[config.mk]
export PLATFORM = sky130hd
export DESIGN_NAME = sct_ctrl
export DESIGN_NICKNAME = d
export VERILOG_FILES = /design/src/rtl/sct_pkg.sv /design/src/rtl/sct_ctrl.sv
export SDC_FILE = /design/constraint.sdc
export NUM_CORES = 1
export LEC_CHECK = 0
export BUFFER_PORTS_ARGS = -buffer_cell sky130_fd_sc_hd__buf_4
export CAP_MARGIN = 20
export CORE_AREA = 2 2 39 41
export CTS_CLUSTER_DIAMETER = 100
export DETAILED_ROUTE_END_ITERATION = 16
export DIE_AREA = 0 0 41 43
export PLACE_DENSITY = 0.37
export SLEW_MARGIN = 25
export SYNTH_ARGS = -nofsm -noshare
export SYNTH_HDL_FRONTEND = slang
export SYNTH_SLANG_ARGS = --single-unit
[constraint.sdc]
create_clock -name clk -period 0.94 [get_ports clk]
set_clock_uncertainty 0.1 [all_clocks]
set_input_delay 0.094 -clock clk [delete_from_list [all_inputs] [get_ports clk]]
set_output_delay 0.094 -clock clk [all_outputs]
set_load 0.02 [all_outputs]
[src/rtl/sct_pkg.sv]
// shared types for the set cover tracker: operation codes and control/status bundles
`default_nettype none

package sct_pkg;

	typedef enum logic [1:0] {
		OP_LOAD   = 2'd0,
		OP_CLEAR  = 2'd1,
		OP_ADD    = 2'd2,
		OP_REMOVE = 2'd3
	} op_t;

	typedef struct packed {
		logic capture;
		logic lookup;
		logic apply;
		logic walk_rd;
		logic out_load;
	} cmd_t;

	typedef struct packed {
		logic last_row;
		logic out_busy;
	} sts_t;

endpackage

`default_nettype wire

[src/rtl/sct_ctrl.sv]
// sequencer for one request: lookup, apply, row walk, result hand-off
`default_nettype none

module sct_ctrl
	import sct_pkg::*;
(
	input  wire logic clk,
	input  wire logic arst_n,
	input  wire logic in_valid,
	input  wire sts_t sts,
	output cmd_t      cmd,
	output logic      in_stall
);

	typedef enum logic [2:0] {
		ST_IDLE,
		ST_LOOKUP,
		ST_APPLY,
		ST_WALK,
		ST_DRAIN,
		ST_FINISH
	} state_t;

	state_t state_q;

	always_ff @(posedge clk or negedge arst_n) begin
		if (!arst_n) begin
			state_q <= ST_IDLE;
		end else begin
			unique case (state_q)
				ST_IDLE: begin
					if (in_valid) state_q <= ST_LOOKUP;
				end
				ST_LOOKUP: state_q <= ST_APPLY;
				ST_APPLY:  state_q <= ST_WALK;
				ST_WALK: begin
					if (sts.last_row) state_q <= ST_DRAIN;
				end
				ST_DRAIN: state_q <= ST_FINISH;
				ST_FINISH: begin
					if (!sts.out_busy) state_q <= ST_IDLE;
				end
				default: state_q <= ST_IDLE;
			endcase
		end
	end

	always_comb begin
		cmd          = '0;
		cmd.capture  = (state_q == ST_IDLE) && in_valid;
		cmd.lookup   = (state_q == ST_LOOKUP);
		cmd.apply    = (state_q == ST_APPLY);
		cmd.walk_rd  = (state_q == ST_WALK);
		cmd.out_load = (state_q == ST_FINISH) && !sts.out_busy;
	end

	assign in_stall = (state_q != ST_IDLE);

endmodule

`default_nettype wire

==> flow_results.xml <==
<?xml version="1.0" encoding="UTF-8"?>
<metrics>
  <group name="outcome">
    <metric name="status" unit="">finished with violations</metric>
    <metric name="violated_checks" unit="">setup timing</metric>
  </group>
  <group name="sta">
    <metric name="holdWs" unit="ns">0.0632</metric>
    <metric name="slew_viol_final" unit="">0</metric>
    <metric name="max_slew_margin" unit="%">87.4</metric>
    <metric name="report.final.setup_viol" unit="">9</metric>
    <metric name="layout_setup_ws" unit="ns">-0.502</metric>
    <metric name="min_period_over_period" unit="%">153</metric>
    <metric name="finalHoldViolCount" unit="">0</metric>
    <metric name="period_minus_slack" unit="ns">1.44</metric>
    <metric name="max_clock_freq" unit="MHz">693</metric>
    <metric name="grt_setup_unrepaired" unit="">yes</metric>
    <metric name="max_slew.worst_pin.slew" unit="ns">0.189</metric>
  </group>
  <group name="grt">
    <metric name="grt_start_max_net_pins" unit="">11</metric>
    <metric name="total_track_usage" unit="%">10.0</metric>
    <metric name="global_route.overflow_total" unit="">0</metric>
    <metric name="grt_pass1_wl" unit="microns">1130</metric>
    <metric name="grt_max_usage_layer" unit="">met2</metric>
    <metric name="antenna_found_initial" unit="">0</metric>
    <metric name="first_global_vias" unit="">270</metric>
    <metric name="grtUsageMet1" unit="%">10.3</metric>
    <metric name="grtUsageMet2" unit="%">15.3</metric>
    <metric name="grt_util_met3" unit="%">3.66</metric>
  </group>
  <group name="setup_path">
    <metric name="maximum_net_fanout_on_the_critical_path" unit="">5</metric>
    <metric name="worst-r2r-setup-slack" unit="ns">-0.20</metric>
    <metric name="ordered_cell_list_for_the_critical_path" unit="">or3_4, nor2_4, buf_6</metric>
    <metric name="regToRegStartpoint" unit="">state_q[0]</metric>
    <metric name="cell_type_group_with_the_largest_total_delay_on_the_critical_path" unit="">simple AND/OR/NAND/NOR gates</metric>
    <metric name="cp_data_arrival_time" unit="ns">1.25</metric>
    <metric name="timing.critical_path.from_type" unit="">flip-flop</metric>
    <metric name="regToRegEndpoint" unit="">state_q[2]</metric>
    <metric name="crit_path_end_kind" unit="">output port</metric>
    <metric name="max_stage_delay" unit="ns">0.42</metric>
    <metric name="timing.critical_path.buf_inv" unit="">1</metric>
    <metric name="critPathSlowestCell" unit="">sky130_fd_sc_hd__dfrtp_2</metric>
    <metric name="critPathRequiredTime" unit="ns">0.75</metric>
    <metric name="critical_path_class" unit="">flip-flop to output port</metric>
    <metric name="worst-r2r-cell-count" unit="">3</metric>
  </group>
  <group name="logic_synthesis">
    <metric name="yosys.cell_types.count" unit="">17</metric>
    <metric name="post_synth_instance_area" unit="sq um">203</metric>
    <metric name="yosys_register_bits" unit="">3</metric>
    <metric name="synth.yosys.seq_area_share" unit="%">37.0</metric>
    <metric name="netlist_instances" unit="">22</metric>
    <metric name="syn-num-nets" unit="">27</metric>
    <metric name="synthesized_area_divided_by_synthesized_cell_count" unit="sq um">9.21</metric>
    <metric name="yosys_warns" unit="">0</metric>
  </group>
  <group name="floorplan">
    <metric name="chipWidth" unit="microns">41</metric>
    <metric name="io_pins" unit="">11</metric>
    <metric name="die_area" unit="sq mm">0.00176</metric>
    <metric name="coreArea" unit="sq mm">0.00138</metric>
    <metric name="starting_density" unit="%">14.6</metric>
    <metric name="rows" unit="">14</metric>
    <metric name="die-height" unit="microns">43</metric>
  </group>
  <group name="cells_and_area">
    <metric name="finalNetCount" unit="">54</metric>
    <metric name="area_delta_synth_final" unit="%">160</metric>
    <metric name="largest-register" unit="">state_q</metric>
    <metric name="filler_cell_count" unit="">144</metric>
    <metric name="fraction_of_layout_instances_using_a_drive_strength_above_1" unit="%">83.3</metric>
    <metric name="reg.largest.list" unit="">state_q (3)</metric>
    <metric name="num_antenna_cells" unit="">0</metric>
    <metric name="largest_reg_flops" unit="">3</metric>
  </group>
  <group name="placed_design">
    <metric name="gp_congestion" unit="">0.708</metric>
    <metric name="port-buffer-count" unit="">10</metric>
    <metric name="detailed_place_hpwl" unit="microns">405</metric>
    <metric name="post-place-ws" unit="ns">-0.305</metric>
  </group>
  <group name="clock_tree">
    <metric name="clk_latency" unit="ns">0.23</metric>
    <metric name="cts_buffers" unit="">3</metric>
    <metric name="tritoncts" unit="">built</metric>
    <metric name="cts_num_sinks" unit="">3</metric>
    <metric name="clock_tree.htree_level_count" unit="">1</metric>
    <metric name="clockRootBuffer" unit="">sky130_fd_sc_hd__clkbuf_4</metric>
    <metric name="maximum_buffer_depth_of_the_clock_tree" unit="">2</metric>
    <metric name="path_clk_slew" unit="ns">0.03</metric>
  </group>
  <group name="route">
    <metric name="drt_iter0_markers" unit="">1</metric>
    <metric name="drt-wirelength-per-cell" unit="microns">11.3</metric>
    <metric name="routed-via-count" unit="">272</metric>
    <metric name="drt_pre_antenna_iters" unit="">2</metric>
    <metric name="vias_per_cell" unit="">4.25</metric>
    <metric name="routed_wire_length" unit="microns">721</metric>
    <metric name="drcViolationCount" unit="">0</metric>
    <metric name="post_detailed_route_count_of_antenna_violating_nets" unit="">0</metric>
  </group>
  <group name="worst_hold_path">
    <metric name="min_delay_path_depth" unit="">3</metric>
    <metric name="hold_path.startpoint" unit="">sts[1]</metric>
    <metric name="min_path_type" unit="">primary input to flip-flop</metric>
    <metric name="timing.hold.worst_endpoint" unit="">state_q[0]</metric>
  </group>
  <group name="power_and_ir_drop">
    <metric name="power_density" unit="mW/mm^2">3850</metric>
    <metric name="pleak" unit="nW">0.232</metric>
    <metric name="p_sw" unit="uW">793</metric>
    <metric name="portion_of_total_power_attributed_to_sequential_cells" unit="%">14.0</metric>
    <metric name="ir_drop" unit="mV">1.14</metric>
    <metric name="clock_power_share" unit="%">11.0</metric>
    <metric name="power.combinational.fraction" unit="%">75.0</metric>
    <metric name="power.internal" unit="mW">1.24</metric>
    <metric name="power.share.switching" unit="%">39.1</metric>
  </group>
  <group name="flow_run">
    <metric name="max-cap-violations" unit="">0</metric>
  </group>
</metrics>
-- timing repair --
action                     4_1_cts  5_1_grt
setup endpoints to repair        9        9
hold buffers                     2        0
pin swaps                        0        1
setup buffers                    4        3
resized for setup               10       10
hold endpoints to repair         4        0
-- worst min-delay path, cell delays in order --
cell and delay (ns):
sky130_fd_sc_hd__buf_4 0.10, sky130_fd_sc_hd__a21oi_2 0.05, sky130_fd_sc_hd__o2bb2ai_2 0.11
-- synthesized netlist by cell type, drive strengths merged --
| cell | instances | area share, % |
|---|---|---|
| nand2 | 1 | 1.9 |
| o2bb2ai | 1 | 4.3 |
| or3 | 1 | 5.6 |
| dfrtp | 3 | 37 |
| buf | 1 | 2.5 |
| a21boi | 1 | 3.7 |
| and3 | 1 | 3.7 |
| o21bai | 2 | 7.4 |
| nor2 | 2 | 4.9 |
| o32ai | 1 | 4.3 |
| a31oi | 1 | 3.1 |
| or2b | 1 | 3.7 |
| inv | 2 | 3.7 |
| nor3b | 2 | 7.4 |
| a21oi | 1 | 2.5 |
| and2b | 1 | 4.3 |
-- worst max-delay path by stage --
stage | startpoint | end | slack (ns) | depth (start not counted)
finish | state_q[0] | cmd[4] | -0.50 | 3
global route | state_q[0] | cmd[4] | -0.54 | 3
CTS | state_q[0] | cmd[4] | -0.51 | 3
detailed placement | state_q[0] | cmd[4] | -0.30 | 3
global placement | state_q[0] | cmd[4] | -0.29 | 3
floorplan | state_q[0] | cmd[4] | -0.27 | 2
-- cells by family after synthesis --
family	synth area share, %
AND/OR/NAND/NOR	31.5
AO/OA/AOI/OAI	25.3
flip-flops	37.0
buffers and inverters	6.17
-- layout by cell type (no fill, tap or decap), drive strengths merged, types with 2 or more instances in the layout --
| master | n |
|---|---|
| nor3b | 2 |
| clkbuf | 4 |
| o21bai | 2 |
| nor2 | 2 |
| dlygate4sd3 | 2 |
| buf | 21 |
| inv | 2 |
| dfrtp | 3 |
-- area by class of cell --
class                      instances  area (sq um)  share of cell area [%]
clock buffer                       4          26.3                    4.98
inverter                           2          7.51                    1.42
sequential                         3          77.6                    14.7
tap                               16          20.0                    3.79
timing repair buffer              23           204                    38.6
multi-input combinational         16           193                    36.5
-- stage by stage --
stage,std cells,util [%],TNS [ns],cell area [sq um],power (mW)
floorplan,22,-,-0.915,225,0.839
global placement,52,25.5,-1.56,353,1.24
detailed placement,52,25.5,-1.58,353,1.24
CTS,62,33.5,-3.27,464,1.75
global route,64,38.2,-3.58,528,2.17
finish,64,38.2,-3.22,528,2.03
-- layer usage --
layer | part of all wire (%) | routed length, microns
met4 | 1.9 | 14
met3 | 6.1 | 44
met5 | 0 | 0
met1 | 37 | 267
met2 | 55 | 394
-- power groups by stage --
stage	Clock [mW]	Combinational [mW]	Sequential, mW
after global placement	0	0.955	0.282
after floorplan	0	0.563	0.276
after detailed placement	0	0.964	0.279
after CTS	0.228	1.24	0.275
final	0.223	1.52	0.284
after global routing	0.240	1.63	0.297
(Power assumes the default switching activity.)
